<file path="config.mk">
export PLATFORM = sky130hd
export DESIGN_NAME = section_header_scanner
export DESIGN_NICKNAME = d
export VERILOG_FILES = /design/src/rtl/shs_pkg.sv /design/src/rtl/shs_scan_core.sv /design/src/rtl/shs_result_buf.sv /design/src/rtl/section_header_scanner.sv
export VERILOG_INCLUDE_DIRS = /design/src /design/src/rtl
export SDC_FILE = /design/constraint.sdc
export NUM_CORES = 1
export LEC_CHECK = 0
export BUFFER_PORTS_ARGS = -buffer_cell sky130_fd_sc_hd__buf_2
export CELL_PAD_IN_SITES_DETAIL_PLACEMENT = 2
export CELL_PAD_IN_SITES_GLOBAL_PLACEMENT = 2
export CORE_MARGIN = 3
export CORE_UTILIZATION = 38
export DETAILED_ROUTE_END_ITERATION = 10
export MAX_ROUTING_LAYER = met4
export PLACE_DENSITY_LB_ADDON = 0.1
export SLEW_MARGIN = 10
export SYNTH_ARGS = -nofsm -noshare
export SYNTH_HDL_FRONTEND = slang
export SYNTH_SLANG_ARGS = --single-unit
</file>
<file path="constraint.sdc">
create_clock -name clk -period 12.7 [get_ports clk]
set_input_delay 2.54 -clock clk [delete_from_list [all_inputs] [get_ports clk]]
set_output_delay 2.54 -clock clk [all_outputs]
set_load 0.01 [all_outputs]
</file>
<file path="src/rtl/section_header_scanner_assert.svh">
// Assertion macros shared by the section header scanner modules.
`ifndef SECTION_HEADER_SCANNER_ASSERT_SVH
`define SECTION_HEADER_SCANNER_ASSERT_SVH

// Check that post holds in the same cycle as pre.
`define SHS_ASSERT_IMP(lbl, pre, post) \
  lbl: assert property (@(posedge clk) disable iff (rst) (pre) |-> (post)) \
    else $error("section header scanner check failed");

// Check that post holds in the cycle after pre.
`define SHS_ASSERT_NXT(lbl, pre, post) \
  lbl: assert property (@(posedge clk) disable iff (rst) (pre) |=> (post)) \
    else $error("section header scanner check failed");

`endif

</file>
<file path="src/rtl/shs_pkg.sv">
// Types, constants and decode tables of the section header scanner.
package shs_pkg;

  localparam int KEY_MAX_DEFAULT = 64;
  localparam int POS_W           = 24;
  localparam int ID_W            = 8;
  localparam int LOC_W           = 32;
  localparam int SLOTS           = 3;

  localparam logic [POS_W-1:0] LINE_MAX = '1;

  localparam logic [7:0] CH_TAB    = 8'h09;
  localparam logic [7:0] CH_LF     = 8'h0A;
  localparam logic [7:0] CH_VT     = 8'h0B;
  localparam logic [7:0] CH_FF     = 8'h0C;
  localparam logic [7:0] CH_CR     = 8'h0D;
  localparam logic [7:0] CH_SPACE  = 8'h20;
  localparam logic [7:0] CH_LBRACK = 8'h5B;
  localparam logic [7:0] CH_RBRACK = 8'h5D;
  localparam logic [7:0] CH_C      = 8'h63;
  localparam logic [7:0] CH_EQ     = 8'h3D;
  localparam logic [7:0] CH_NUL    = 8'h00;

  localparam logic [1:0] VER_OLD = 2'd1;
  localparam logic [1:0] VER_NEW = 2'd2;

  typedef enum logic [3:0] {
    CL_BLANK, CL_LF, CL_CR, CL_LBRACK, CL_RBRACK, CL_OTHER, CL_C, CL_EQ, CL_NUL
  } byte_class_t;

  typedef enum logic [3:0] {
    ST_BOL      = 4'd0,
    ST_SKIP     = 4'd1,
    ST_CR       = 4'd2,
    ST_OPEN     = 4'd3,
    ST_PRE_KEY  = 4'd4,
    ST_KEY      = 4'd5,
    ST_KEY_END  = 4'd6,
    ST_CLOSED   = 4'd7,
    ST_TRAIL    = 4'd8,
    ST_C_SEEN   = 4'd9
  } scan_state_t;

  typedef enum logic [2:0] {
    EV_KEY_CHAR = 3'd0,
    EV_KEY_DONE = 3'd1,
    EV_REC_LEN  = 3'd2,
    EV_SYNTAX   = 3'd3,
    EV_KEY_LONG = 3'd4,
    EV_EOF      = 3'd5
  } ev_kind_t;

  typedef struct packed {
    logic line;
    logic err;
    logic acc;
    logic save;
    logic open;
    logic close;
    logic quit;
    logic mark;
  } action_t;

  // All results of one byte; line and version are common to them.
  typedef struct packed {
    logic [1:0]           count;
    ev_kind_t [SLOTS-1:0] kind;
    logic [7:0]           key_char;
    logic [LOC_W-1:0]     location;
    logic [POS_W-1:0]     length;
    logic [POS_W-1:0]     line;
    logic [1:0]           version;
  } shs_bundle_t;

  function automatic byte_class_t class_of(input logic [7:0] b);
    byte_class_t c;
    unique case (b)
      CH_TAB, CH_VT, CH_FF, CH_SPACE: c = CL_BLANK;
      CH_LF:     c = CL_LF;
      CH_CR:     c = CL_CR;
      CH_LBRACK: c = CL_LBRACK;
      CH_RBRACK: c = CL_RBRACK;
      CH_C:      c = CL_C;
      CH_EQ:     c = CL_EQ;
      CH_NUL:    c = CL_NUL;
      default:   c = CL_OTHER;
    endcase
    return c;
  endfunction

  function automatic scan_state_t next_of(input scan_state_t st, input byte_class_t c);
    scan_state_t nx;
    logic        key_byte;
    nx = ST_SKIP;
    key_byte = (c == CL_OTHER) || (c == CL_C) || (c == CL_EQ);
    unique case (c)
      CL_LF, CL_NUL: nx = ST_BOL;
      CL_CR:         nx = ST_CR;
      default: begin
        unique case (st)
          ST_BOL: begin
            if (c == CL_BLANK) nx = ST_BOL;
            else if (c == CL_LBRACK) nx = ST_OPEN;
            else if (c == CL_C) nx = ST_C_SEEN;
          end
          ST_CR: begin
            if (c == CL_BLANK) nx = ST_BOL;
            else if (c == CL_LBRACK) nx = ST_OPEN;
          end
          ST_OPEN, ST_PRE_KEY: begin
            if (c == CL_BLANK) nx = ST_PRE_KEY;
            else if (key_byte) nx = ST_KEY;
          end
          ST_KEY: begin
            if (c == CL_BLANK) nx = ST_KEY_END;
            else if (c == CL_RBRACK) nx = ST_CLOSED;
            else if (key_byte) nx = ST_KEY;
          end
          ST_KEY_END: begin
            if (c == CL_BLANK) nx = ST_KEY_END;
            else if (c == CL_RBRACK) nx = ST_CLOSED;
          end
          ST_CLOSED, ST_TRAIL: begin
            if (c == CL_BLANK) nx = ST_TRAIL;
          end
          ST_SKIP:   nx = ST_SKIP;
          ST_C_SEEN: nx = ST_SKIP;
          default:   nx = ST_SKIP;
        endcase
      end
    endcase
    return nx;
  endfunction

  function automatic action_t actions_of(input scan_state_t st, input byte_class_t c);
    action_t a;
    logic    in_key;
    logic    closed;
    a = '0;
    in_key = (st == ST_OPEN) || (st == ST_PRE_KEY) || (st == ST_KEY) || (st == ST_KEY_END);
    closed = (st == ST_CLOSED) || (st == ST_TRAIL);
    unique case (c)
      CL_LF: begin
        a.line = (st != ST_CR);
        a.err  = in_key;
        a.save = closed;
      end
      CL_CR: begin
        a.line = 1'b1;
        a.err  = in_key;
        a.save = closed;
      end
      CL_NUL: begin
        a.quit = 1'b1;
        a.err  = in_key || closed;
      end
      CL_LBRACK: begin
        a.open = (st == ST_BOL) || (st == ST_CR);
        a.err  = in_key || closed;
      end
      CL_RBRACK: begin
        a.close = (st == ST_KEY) || (st == ST_KEY_END);
        a.err   = (st == ST_OPEN) || (st == ST_PRE_KEY) || closed;
      end
      CL_OTHER, CL_C, CL_EQ: begin
        a.acc  = (st == ST_OPEN) || (st == ST_PRE_KEY) || (st == ST_KEY);
        a.err  = (st == ST_KEY_END) || closed;
        a.mark = (c == CL_EQ) && (st == ST_C_SEEN);
      end
      CL_BLANK: a = '0;
      default:  a = '0;
    endcase
    return a;
  endfunction

endpackage

</file>
<file path="src/rtl/shs_scan_core.sv">
// Scan state machine: classifies a byte, updates counters and builds its results.
module shs_scan_core #(
  parameter int KEY_MAX = shs_pkg::KEY_MAX_DEFAULT
) (
  input  logic                clk,
  input  logic                rst,
  input  logic                write_enable,
  input  logic [7:0]          write_data,
  input  logic                item_valid,
  input  logic [7:0]          item_byte,
  input  logic                free,
  output logic                consume,
  output logic                load,
  output shs_pkg::shs_bundle_t bundle
);
  import shs_pkg::*;

  localparam int KL_W = $clog2(KEY_MAX);
  localparam logic [KL_W-1:0] KEY_LAST = KL_W'(KEY_MAX - 1);

  logic [ID_W-1:0]  file_id;
  scan_state_t      scan_state, scan_state_next;
  logic [KL_W-1:0]  key_length, key_length_next;
  logic [POS_W-1:0] byte_position, byte_position_next;
  logic [POS_W-1:0] record_start, record_start_next;
  logic             record_open, record_open_next;
  logic [POS_W-1:0] line_number, line_number_next;
  logic             old_syntax, old_syntax_next;

  byte_class_t      cls;
  action_t          act;
  scan_state_t      go;
  logic             key_full;
  logic             acc_long;
  logic             len_ev;
  logic [POS_W-1:0] rec_len;
  logic             eof_clear;

  assign cls      = class_of(item_byte);
  assign act      = actions_of(scan_state, cls);
  assign go       = next_of(scan_state, cls);
  assign key_full = (key_length == KEY_LAST);
  assign acc_long = act.acc && key_full;
  assign len_ev   = (act.open || act.quit) && record_open;
  assign rec_len  = byte_position - record_start;
  assign consume  = item_valid && free;

  assign eof_clear = (byte_position == '0) && (line_number == POS_W'(1)) &&
                     (scan_state == ST_BOL) && !record_open;

  // Next state
  always_comb begin
    scan_state_next    = scan_state;
    key_length_next    = key_length;
    byte_position_next = byte_position;
    record_start_next  = record_start;
    record_open_next   = record_open;
    line_number_next   = line_number;
    old_syntax_next    = old_syntax;
    if (consume) begin
      if (act.quit) begin
        // end of file: start over for the next file
        scan_state_next    = ST_BOL;
        key_length_next    = '0;
        byte_position_next = '0;
        record_start_next  = '0;
        record_open_next   = 1'b0;
        line_number_next   = POS_W'(1);
        old_syntax_next    = 1'b0;
      end else begin
        scan_state_next = acc_long ? ST_SKIP : go;
        if (act.open) begin
          key_length_next = '0;
        end else if (act.acc && !key_full) begin
          key_length_next = key_length + 1'b1;
        end
        if (act.close) begin
          record_start_next = byte_position + 1'b1;
        end
        if (act.save) begin
          record_open_next = 1'b1;
        end
        if (act.line && line_number != LINE_MAX) begin
          line_number_next = line_number + 1'b1;
        end
        if (act.mark) begin
          old_syntax_next = 1'b1;
        end
        byte_position_next = byte_position + 1'b1;
      end
    end
  end

  // Results of the current byte, packed in emission order
  always_comb begin
    logic [1:0] cnt;
    logic [4:0] cand_valid;
    ev_kind_t   cand_kind [5];
    cnt = '0;
    cand_valid = {act.quit, len_ev, act.acc, act.save, act.err};
    cand_kind[0] = EV_SYNTAX;
    cand_kind[1] = EV_KEY_DONE;
    cand_kind[2] = acc_long ? EV_KEY_LONG : EV_KEY_CHAR;
    cand_kind[3] = EV_REC_LEN;
    cand_kind[4] = EV_EOF;
    for (int j = 0; j < SLOTS; j++) begin
      bundle.kind[j] = EV_KEY_CHAR;
    end
    for (int i = 0; i < 5; i++) begin
      if (cand_valid[i] && cnt != 2'd3) begin
        bundle.kind[cnt] = cand_kind[i];
        cnt = cnt + 1'b1;
      end
    end
    bundle.count    = cnt;
    bundle.key_char = item_byte;
    bundle.location = {file_id, record_start};
    bundle.length   = rec_len;
    bundle.line     = line_number;
    bundle.version  = old_syntax ? VER_OLD : VER_NEW;
    load = consume && (cnt != 2'd0);
  end

  always_ff @(posedge clk) begin
    if (rst) begin
      file_id       <= '0;
      scan_state    <= ST_BOL;
      key_length    <= '0;
      byte_position <= '0;
      record_start  <= '0;
      record_open   <= 1'b0;
      line_number   <= POS_W'(1);
      old_syntax    <= 1'b0;
    end else begin
      if (write_enable) begin
        file_id <= write_data;
      end
      scan_state    <= scan_state_next;
      key_length    <= key_length_next;
      byte_position <= byte_position_next;
      record_start  <= record_start_next;
      record_open   <= record_open_next;
      line_number   <= line_number_next;
      old_syntax    <= old_syntax_next;
    end
  end

`include "section_header_scanner_assert.svh"

  `SHS_ASSERT_IMP(a_key_length_max, 1'b1, key_length <= KEY_LAST)
  `SHS_ASSERT_IMP(a_line_nonzero, 1'b1, line_number != '0)
  `SHS_ASSERT_NXT(a_eof_restart, consume && act.quit, eof_clear)

endmodule

</file>
<file path="src/rtl/shs_result_buf.sv">
// Result register: holds a byte's results; sends one per cycle unless stalled.
module shs_result_buf (
  input  logic                 clk,
  input  logic                 rst,
  input  logic                 load,
  input  shs_pkg::shs_bundle_t bundle,
  input  logic                 event_stall,
  output logic                 free,
  output logic                 event_valid,
  output logic [2:0]           event_kind,
  output logic [7:0]           key_char,
  output logic [31:0]          record_location,
  output logic [23:0]          record_length,
  output logic [23:0]          line_count,
  output logic [1:0]           syntax_version,
  output logic                 last_of_run
);
  import shs_pkg::*;

  shs_bundle_t held;
  logic        valid;
  logic [1:0]  idx;
  logic        last;
  logic        accept;
  ev_kind_t    cur_kind;

  assign cur_kind = held.kind[idx];
  assign last     = (idx == held.count - 2'd1);
  assign accept   = valid && !event_stall;
  assign free     = !valid || (accept && last);

  always_ff @(posedge clk) begin
    if (rst) begin
      valid <= 1'b0;
      idx   <= '0;
    end else if (load) begin
      valid <= 1'b1;
      idx   <= '0;
    end else if (accept) begin
      if (last) begin
        valid <= 1'b0;
      end else begin
        idx <= idx + 1'b1;
      end
    end
  end

  always_ff @(posedge clk) begin
    if (load) begin
      held <= bundle;
    end
  end

  assign event_valid     = valid;
  assign event_kind      = cur_kind;
  assign key_char        = (cur_kind == EV_KEY_CHAR) ? held.key_char : '0;
  assign record_location = (cur_kind == EV_KEY_DONE) ? held.location : '0;
  assign record_length   = (cur_kind == EV_REC_LEN) ? held.length : '0;
  assign line_count      = held.line;
  assign syntax_version  = held.version;
  assign last_of_run     = last;

`include "section_header_scanner_assert.svh"

  `SHS_ASSERT_IMP(a_no_overwrite, load, free)
  `SHS_ASSERT_IMP(a_idx_in_range, valid, (idx < held.count) && (held.count != 2'd0))
  `SHS_ASSERT_NXT(a_hold_on_stall, valid && event_stall, valid && $stable(idx))

endmodule

</file>
<file path="src/rtl/section_header_scanner.sv">
// Section header scanner: byte input register, scan core and result register.
//
// Input channel: data_valid / data_stall carry one file byte per item in
// data_byte; a zero byte ends the file. Output channel: event_valid /
// event_stall carry one result per item. A byte gives zero to three results;
// last_of_run marks the final one of each byte.
// write_enable loads file_id from write_data; write it only while idle.
// A taken byte waits in the input register until the result register is free.
// Throughput: one byte per cycle while bytes give at most one result each and
// event_stall is low. The result register sends one result per cycle while
// event_stall is low, so a byte with more results holds the input register
// until its last result is sent.
// Reset clears the scan state (line 1, offset 0), file_id and both channels.
// When the receiver stalls, the held result stays; the input register then
// fills and data_stall rises until the result register frees up.
module section_header_scanner #(
  parameter int KEY_MAX = shs_pkg::KEY_MAX_DEFAULT
) (
  input  logic        clk,
  input  logic        rst,
  input  logic        write_enable,
  input  logic [7:0]  write_data,
  input  logic        data_valid,
  output logic        data_stall,
  input  logic [7:0]  data_byte,
  output logic        event_valid,
  input  logic        event_stall,
  output logic [2:0]  event_kind,
  output logic [7:0]  key_char,
  output logic [31:0] record_location,
  output logic [23:0] record_length,
  output logic [23:0] line_count,
  output logic [1:0]  syntax_version,
  output logic        last_of_run
);
  import shs_pkg::*;

  logic        item_valid;
  logic [7:0]  item_byte;
  logic        consume;
  logic        load;
  logic        free;
  shs_bundle_t bundle;

  assign data_stall = item_valid && !consume;

  // Input register: refill in the same cycle it is consumed
  always_ff @(posedge clk) begin
    if (rst) begin
      item_valid <= 1'b0;
    end else if (data_valid && !data_stall) begin
      item_valid <= 1'b1;
    end else if (consume) begin
      item_valid <= 1'b0;
    end
  end

  always_ff @(posedge clk) begin
    if (data_valid && !data_stall) begin
      item_byte <= data_byte;
    end
  end

  shs_scan_core #(
    .KEY_MAX(KEY_MAX)
  ) u_core (
    .clk          (clk),
    .rst          (rst),
    .write_enable (write_enable),
    .write_data   (write_data),
    .item_valid   (item_valid),
    .item_byte    (item_byte),
    .free         (free),
    .consume      (consume),
    .load         (load),
    .bundle       (bundle)
  );

  shs_result_buf u_buf (
    .clk             (clk),
    .rst             (rst),
    .load            (load),
    .bundle          (bundle),
    .event_stall     (event_stall),
    .free            (free),
    .event_valid     (event_valid),
    .event_kind      (event_kind),
    .key_char        (key_char),
    .record_location (record_location),
    .record_length   (record_length),
    .line_count      (line_count),
    .syntax_version  (syntax_version),
    .last_of_run     (last_of_run)
  );

endmodule

</file>
==> summary.txt, run 1 <==
Placed design
  – Post-DP HPWL: 20,100 µm
  – Dpl ws: 6570 ps
  – DP Cell Count: 1,431
  – IO Port Bufs: 116
  – Gpl congestion: 0.843

Clock network
  – Post CTS Setup Buffer Count: 0
  – H-tree levels: 1
  – Num CTS Buffers: 25
  – Clk_lat worst skew: 540 ps
  – Clock sinks: 205
  – Reg clk slew, reported paths: 60 ps
  – Post_cts resized: 0
  – Hold-fix buffers at CTS: 0
  – Clk root buf: clkbuf_16
  – TritonCTS clock tree: yes
  – Worst-case clock buffer depth: 3

Synth
  – Synthesis warning total: 0
  – Cells after Synth: 1,035
  – Cell area after synthesis: 0.0104 mm²
  – Mapped Nets: 1,092
  – Synth Area per Inst: 10.0 µm²
  – Synth Flop Type: edfxtp_1
  – Count of cell types in the netlist: 76
  – Post-synthesis sequential area ratio: 50.0%
  – Async set-reset flop share out of synthesis: 0%
  – EDFF count, synth: 109
  – Register bit total from synthesis: 205

Power and ir drop
  – Pwr per Cell Area: 119 mW/mm²
  – Static Leak: 0.00441 µW
  – Peak supply drop: 85.5 µV

Floorplanning
  – Die width: 171 µm
  – Height of the die: 171 µm
  – Initial core utilization: 39.3%
  – Rows: 59
  – Die area: 0.0293 mm²
  – Total I/O pin count: 117
  – Core area: 0.0264 mm²

Timing
  – TNS Setup: 0 ps
  – Period utilization: 48.1%
  – Final setup violation count: 0
  – RSZ-0062 raised after global routing: no
  – Final hold violation count: 0
  – Slew Viols, Final: 0
  – Fin crit period: 6110 ps
  – Clock skew: 19.5 ps
  – Least-Margin Pin Slew: 1020 ps
  – Fmax: 164 MHz
  – Final worst slack: 6590 ps
  – Max-slew headroom: 31.5%

Route
  – WL final: 28,600 µm
  – DR vias: 7,912
  – 1st-iter DRT viols: 358
  – DR WL/cell: 19.3 µm
  – Via density per instance: 5.35
  – DRC Markers: 0
  – Initial DRT Pass Iterations: 4
  – Final ANT Viol Nets: 0

Critical path
  – Most used cell along the critical path: ha_1
  – CP arrival: 6270 ps
  – CP max stage delay: 680 ps
  – Crit path required time: 12,870 ps
  – Largest delay share family, worst path: simple AND/OR/NAND/NOR gates
  – Worst setup EP type: flip-flop
  – Worst-path cell chain: nor4_1 > and3_1 > buf_4 > nor3_1 > or3b_1 > a21oi_1 > a211oi_1 > ha_1 > xor2_4 > inv_1 > ha_1 > nand3b_4 > mux2i_4 > inv_1 > ha_1 > nand2_1 > mux2i_1 > a21oi_4 > buf_4
  – Setup Crit Path Kind: flip-flop to flip-flop
  – Worst Setup Start Kind: flip-flop
  – Max stage delay cell, worst path: buf_4
  – WP buf/inv: 4
  – Worst-path fanout max: 64

Global routing
  – Vias in the first global route: 8,559
  – Initial antenna violation count: 1
  – Total gr overflow: 0
  – Pin count of the biggest net entering global routing: 74
  – Gr usage total: 20.3%
  – First-pass GRT wire length: 46,700 µm

Layout
  – Nets: 1,180
  – Area grow syn2layout: 14.8%
  – Fill count: 2,833
  – Finished Layout Cells: 1,478
  – Layout cells sized above 1: 16.8%

Status
  – Status: finished, final reports clean

Job
  – Max-cap violation count: 0

Worst hold path
  – Min-delay worst type: flip-flop to flip-flop
-- flip-flops by register name, indices dropped and copies added, names as in the netlist --
register	flops
u_buf.line_count	24
item_valid	1
u_core.record_open	1
u_core.record_start	24
item_byte	8
u_core.old_syntax	1
u_core.byte_position	24
u_buf.held	75
u_core.key_length	6
u_buf.idx	2
u_core.scan_state	4
u_buf.syntax_version	2
u_buf.event_valid	1
u_core.line_number	24
u_core.file_id	8
-- per-stage QoR --
step	cell area [µm²]	hold WS, ps	power (µW)	util, %
final	11900	429	1420	45.1
after global placement	11100	409	748	42.1
after CTS	11900	431	1430	45.1
after floorplan	10400	408	737	-
after detailed placement	11100	417	750	42.1
after global routing	11900	439	1470	45.1
-- area by class of cell --
type / instances / area, µm² / share of cell area (%)
Inverter: 55 / 209 / 1.75
Tap cell: 335 / 419 / 3.52
Clock buffer: 38 / 736 / 6.17
Clock inverter: 8 / 50.0 / 0.420
Multi-Input combinational cell: 707 / 4630 / 38.8
Sequential cell: 205 / 5190 / 43.6
Antenna cell: 1 / 2.50 / 0.0210
Timing Repair Buffer: 129 / 678 / 5.69
-- final timing paths --
kind                     startpoint             end  slack, ps  depth (start not counted)
setup / recovery       item_byte[2]  u_buf.held[35]       6590                         19
hold / removal    u_core.file_id[7]  u_buf.held[81]        430                          0
setup reg to reg       item_byte[2]  u_buf.held[35]       6590                         19
hold reg to reg   u_core.file_id[7]  u_buf.held[81]        430                          0
-- kinds of logic (layout without fill, tap and decap cells) --
group,count (synthesis),count (layout),share of synthesized area (%)
flops,205,205,50.0
xor+xnor,73,73,6.52
mux,20,20,2.11
other cells,0,1,0
buf+inv,123,230,5.58
simple gates,401,401,20.5
compound gates,177,177,10.9
fa+ha+maj,36,36,4.41
-- cells in the mapped netlist (3+ instances only) --
cell type | count | area, µm²
nand2_1 | 68 | 255
edfxtp_1 | 109 | 3270
inv_1 | 54 | 203
nor4_1 | 17 | 106
a21oi_1 | 64 | 320
ha_1 | 35 | 438
clkbuf_1 | 31 | 116
nor3_1 | 24 | 120
buf_2 | 5 | 25.0
nor4b_1 | 4 | 35.0
nor3b_1 | 5 | 37.5
nand3_1 | 29 | 145
and3_1 | 15 | 93.8
mux2i_1 | 17 | 170
nand2b_1 | 5 | 31.3
xor2_1 | 22 | 193
nor2_1 | 105 | 394
o21ai_0 | 29 | 145
a31oi_1 | 10 | 62.6
o21bai_1 | 5 | 37.5
nand2_2 | 3 | 18.8
buf_4 | 29 | 218
o211ai_1 | 5 | 37.5
nor2b_1 | 3 | 18.8
a22oi_1 | 22 | 165
and2_1 | 70 | 438
buf_1 | 3 | 11.3
nand4_1 | 8 | 50.1
or2_2 | 3 | 18.8
o21a_1 | 3 | 22.5
and4_1 | 6 | 52.6
nand3b_1 | 13 | 97.6
xnor2_1 | 49 | 429
or4b_1 | 3 | 30.0
a211oi_1 | 3 | 22.5
o31ai_1 | 5 | 37.5
a21o_1 | 5 | 37.5
or3_1 | 8 | 50.1
dfxtp_1 | 96 | 1920
-- power breakdown --
part	internal, µW	total, µW	switching (µW)	leakage, µW
Sequential	697	702	4.65	0.00164
Combinational	10.9	33.2	22.3	0.00237
Clock	400	681	281	0.000386
-- cells in the final DEF (no fill, tap or decap), types with 4 or more instances in the layout --
cell type	n
a21o_1	5
a21oi_1	63
a22oi_1	22
a31oi_1	10
and2_1	70
and3_1	15
and4_1	6
buf_2	116
buf_4	13
clkbuf_1	8
clkbuf_16	26
clkbuf_8	4
clkinv_1	4
dfxtp_1	96
edfxtp_1	109
ha_1	35
inv_1	54
mux2i_1	17
nand2_1	68
nand2b_1	5
nand3_1	29
nand3b_1	13
nand4_1	8
nor2_1	105
nor3_1	23
nor3b_1	4
nor4_1	17
nor4b_1	4
o211ai_1	5
o21ai_0	29
o21bai_1	5
o31ai_1	5
or3_1	8
xnor2_1	49
xor2_1	22
-- layer usage --
layer,track usage [%],wire [µm],vias up
met2,34.5,13900,133
met5,-,0,-
met3,2.32,779,48
met1,26.0,13200,3928
met4,5.00,675,0
li1,-,-,3803
No activity file was read; power rests on OpenSTA's default activity.
==> run 2, diff against run 1 <==
CORE_UTILIZATION = 34   (was 38)
clock period = 5.1 ns   (was 12.7 ns; I/O delays follow)
==> run 2 against run 1 <==
Against the previous run: die area rose by 11%; clock power rose to 2.8 times the previous value; final cell count rose by 4.9%; sequential power rose by 150%; register-to-register slack got worse by 6400 ps; first-iteration DRC count rose by 0.28%.
==> summary.txt, run 2 (synthesis gave the netlist of run 1 again) <==
Route
  – WL final: 29,400 µm (was 28,600 µm)
  – DR WL/cell: 19.0 µm (was 19.3 µm)
  – DR vias: 7,954 (was 7,912)
  – Final ANT Viol Nets: 0 (unchanged)
  – Initial DRT Pass Iterations: 6 (was 4)
  – DRC Markers: 0 (unchanged)
  – Via density per instance: 5.13 (was 5.35)
  – 1st-iter DRT viols: 359 (was 358)

Timing
  – Final setup violation count: 0 (unchanged)
  – Period utilization: 96.0% (was 48.1%)
  – Fin crit period: 4890 ps (was 6110 ps)
  – Slew Viols, Final: 0 (unchanged)
  – Fmax: 204 MHz (was 164 MHz)
  – Clock skew: 17.5 ps (was 19.5 ps)
  – Least-Margin Pin Slew: 960 ps (was 1020 ps)
  – Final hold violation count: 0 (unchanged)
  – Final worst slack: 205 ps (was 6590 ps)
  – Max-slew headroom: 35.4% (was 31.5%)

Critical path
  – Reg2Reg Depth: 19 (unchanged)
  – CP arrival: 5120 ps (was 6270 ps)
  – Max stage delay cell, worst path: or4b_1 (was buf_4)
  – End point of the critical path: u_buf.syntax_version[0] (was u_buf.held[35])
  – Crit path required time: 5320 ps (was 12,870 ps)
  – Setup crit start: item_byte[0] (was item_byte[2])
  – Worst-path fanout max: 34 (was 64)
  – Worst-path cell chain: and3b_2 > or4b_1 > a21oi_4 > nor3_2 > or3b_1 > a21oi_2 > a211oi_2 > ha_1 > xor2_4 > inv_2 > ha_2 > nand3b_4 > xnor2_4 > ha_4 > nand2_2 > mux2i_4 > a21oi_4 > buf_4 > clkbuf_16 (was nor4_1 > and3_1 > buf_4 > nor3_1 > or3b_1 > a21oi_1 > a211oi_1 > ha_1 > xor2_4 > inv_1 > ha_1 > nand3b_4 > mux2i_4 > inv_1 > ha_1 > nand2_1 > mux2i_1 > a21oi_4 > buf_4)
  – Worst r2r src: item_byte[0] (was item_byte[2])
  – Setup Crit Path Kind: flip-flop to flip-flop (unchanged)
  – Reg-to-Reg End: u_buf.syntax_version[0] (was u_buf.held[35])
  – Worst setup EP type: flip-flop (unchanged)
  – Worst Setup Start Kind: flip-flop (unchanged)
  – Reg2reg setup slack: 210 ps (was 6590 ps)
  – Most used cell along the critical path: a21oi_4 (was ha_1)
  – CP max stage delay: 510 ps (was 680 ps)

Placed design
  – Gpl congestion: 0.793 (was 0.843)
  – Post-DP HPWL: 19,900 µm (was 20,100 µm)
  – IO Port Bufs: 116 (unchanged)
  – DP Area: 0.0113 mm² (was 0.0111 mm²)
  – DP Cell Count: 1,490 (was 1,431)
  – Dpl ws: 6.68 ps (was 6570 ps)

Layout
  – Fill count: 3,230 (was 2,833)
  – Nets: 1,196 (was 1,180)
  – Area grow syn2layout: 18.9% (was 14.8%)
  – Final instance area: 0.0123 mm² (was 0.0119 mm²)
  – Most common cell after layout, fill and taps aside: buf_2 (unchanged)
  – Largest register FFs: 75 (unchanged)
  – Most frequent cells in the layout: buf_2 (116), edfxtp_1 (109), nor2_1 (104) (was buf_2 (116), edfxtp_1 (109), nor2_1 (105))
  – Layout cells sized above 1: 19.9% (was 16.8%)
  – Reg with most FFs: u_buf.held (unchanged)
  – Post-Route Utilization: 41.3% (was 45.1%)
  – Finished Layout Cells: 1,550 (was 1,478)

Clock network
  – Worst-case clock buffer depth: 3 (unchanged)
  – Clock sinks: 205 (unchanged)
  – Reg clk slew, reported paths: 60 ps (about the same)
  – Clk root buf: clkbuf_16 (unchanged)
  – Num CTS Buffers: 26 (was 25)
  – TritonCTS clock tree: yes (unchanged)
  – Clk_lat worst skew: 540 ps (about the same)
  – H-tree levels: 1 (unchanged)

Floorplanning
  – Rows: 63 (was 59)
  – Initial core utilization: 34.8% (was 39.3%)
  – Height of the die: 181 µm (was 171 µm)
  – Core area: 0.0299 mm² (was 0.0264 mm²)
  – Die width: 181 µm (was 171 µm)
  – Die area: 0.0327 mm² (was 0.0293 mm²)
  – Total I/O pin count: 117 (unchanged)

Power and ir drop
  – Net switching fraction of the power: 21.6% (was 21.8%)
  – Peak supply drop: 226 µV (was 85.5 µV)
  – Psw: 813 µW (was 308 µW)
  – Internal power: 2950 µW (was 1110 µW)
  – Pwr per Cell Area: 305 mW/mm² (was 119 mW/mm²)
  – Flop pwr share: 46.4% (was 49.6%)
  – Clk pwr share: 51.1% (was 48.1%)
  – Static Leak: 0.00454 µW (was 0.00441 µW)
  – Logic pwr share: 2.4% (was 2.3%)

Global routing
  – Pin count of the biggest net entering global routing: 68 (was 74)
  – Gr usage total: 18.0% (was 20.3%)
  – Vias in the first global route: 8,570 (was 8,559)
  – First-pass GRT wire length: 47,100 µm (was 46,700 µm)
  – Initial antenna violation count: 1 (unchanged)
  – Total gr overflow: 0 (unchanged)

Status
  – Status: finished, final reports clean (unchanged)

Job
  – Max-cap violation count: 0 (unchanged)

Worst hold path
  – Min-delay worst type: flip-flop to flip-flop (unchanged)
  – Hold Path Cell Cnt: 0 (unchanged)
run 2: cell count changes in the layout (fill, tap and decap cells not counted), moves of 3 or more:
cell,change
bufinv_16,+4
clkinv_2,+3
buf_4,+12
clkbuf_1,-5
run 2: critical path, delay by kind of cell, from the launching register on:
kind,cells,cell delay (ps)
xor+xnor,2,490
compound gates,4,630
mux,1,100
simple gates,6,1580
buf+inv,3,440
flops,1,440
fa+ha+maj,3,870
run 2: layout make-up:
| cell class | instances | area, µm² | share of cell area (%) |
|---|---|---|---|
| Antenna cell | 1 | 2.50 | 0.0203 |
| Clock buffer | 32 | 703 | 5.70 |
| Clock inverter | 16 | 194 | 1.57 |
| Inverter | 55 | 209 | 1.69 |
| Multi-Input combinational cell | 707 | 4720 | 38.2 |
| Sequential cell | 205 | 5190 | 42.1 |
| Tap cell | 390 | 488 | 3.95 |
| Timing Repair Buffer | 144 | 833 | 6.75 |
run 2: worst min-delay path by stage:
stage / startpoint / end / slack, ps
global route: u_core.file_id[6] / u_buf.held[80] / 420
floorplan: u_core.file_id[0] / u_buf.held[74] / 410
CTS: u_core.file_id[6] / u_buf.held[80] / 420
finish: u_core.file_id[6] / u_buf.held[80] / 420
global placement: u_core.file_id[0] / u_buf.held[74] / 410
detailed placement: u_core.file_id[6] / u_buf.held[80] / 420
run 2: per-layer routing:
metal / wire (µm) / part of all wire [%] / track usage (%)
met5: 0 / 0 / -
met4: 631 / 2.1 / 3.87
met3: 827 / 2.8 / 2.11
met2: 14000 / 48 / 30.0
met1: 13900 / 47 / 23.8
run 2: metrics by stage:
step | setup TNS (ps) | hold slack [ps] | power, µW
2_1_floorplan | -97950 | 408 | 1830
3_3_place_gp | 0 | 409 | 1870
3_5_place_dp | 0 | 419 | 1870
4_1_cts | 0 | 424 | 3820
5_1_grt | -56.1 | 423 | 3890
6_report | 0 | 422 | 3760
run 2: repair_timing:
| action | in CTS | in global routing |
|---|---|---|
| resized for setup | 0 | 10 |
| setup endpoints to repair | 0 | 102 |
| setup buffers | 0 | 10 |
| hold buffers | 0 | 0 |
run 2: power by group through the flow:
stage                     logic (µW)  registers, µW  clock network [µW]
after detailed placement        88.3           1780                   0
after global routing             103           1750                2040
after global placement          87.1           1780                   0
after floorplan                 57.3           1780                   0
after CTS                       89.1           1750                1980
final                           91.9           1750                1920
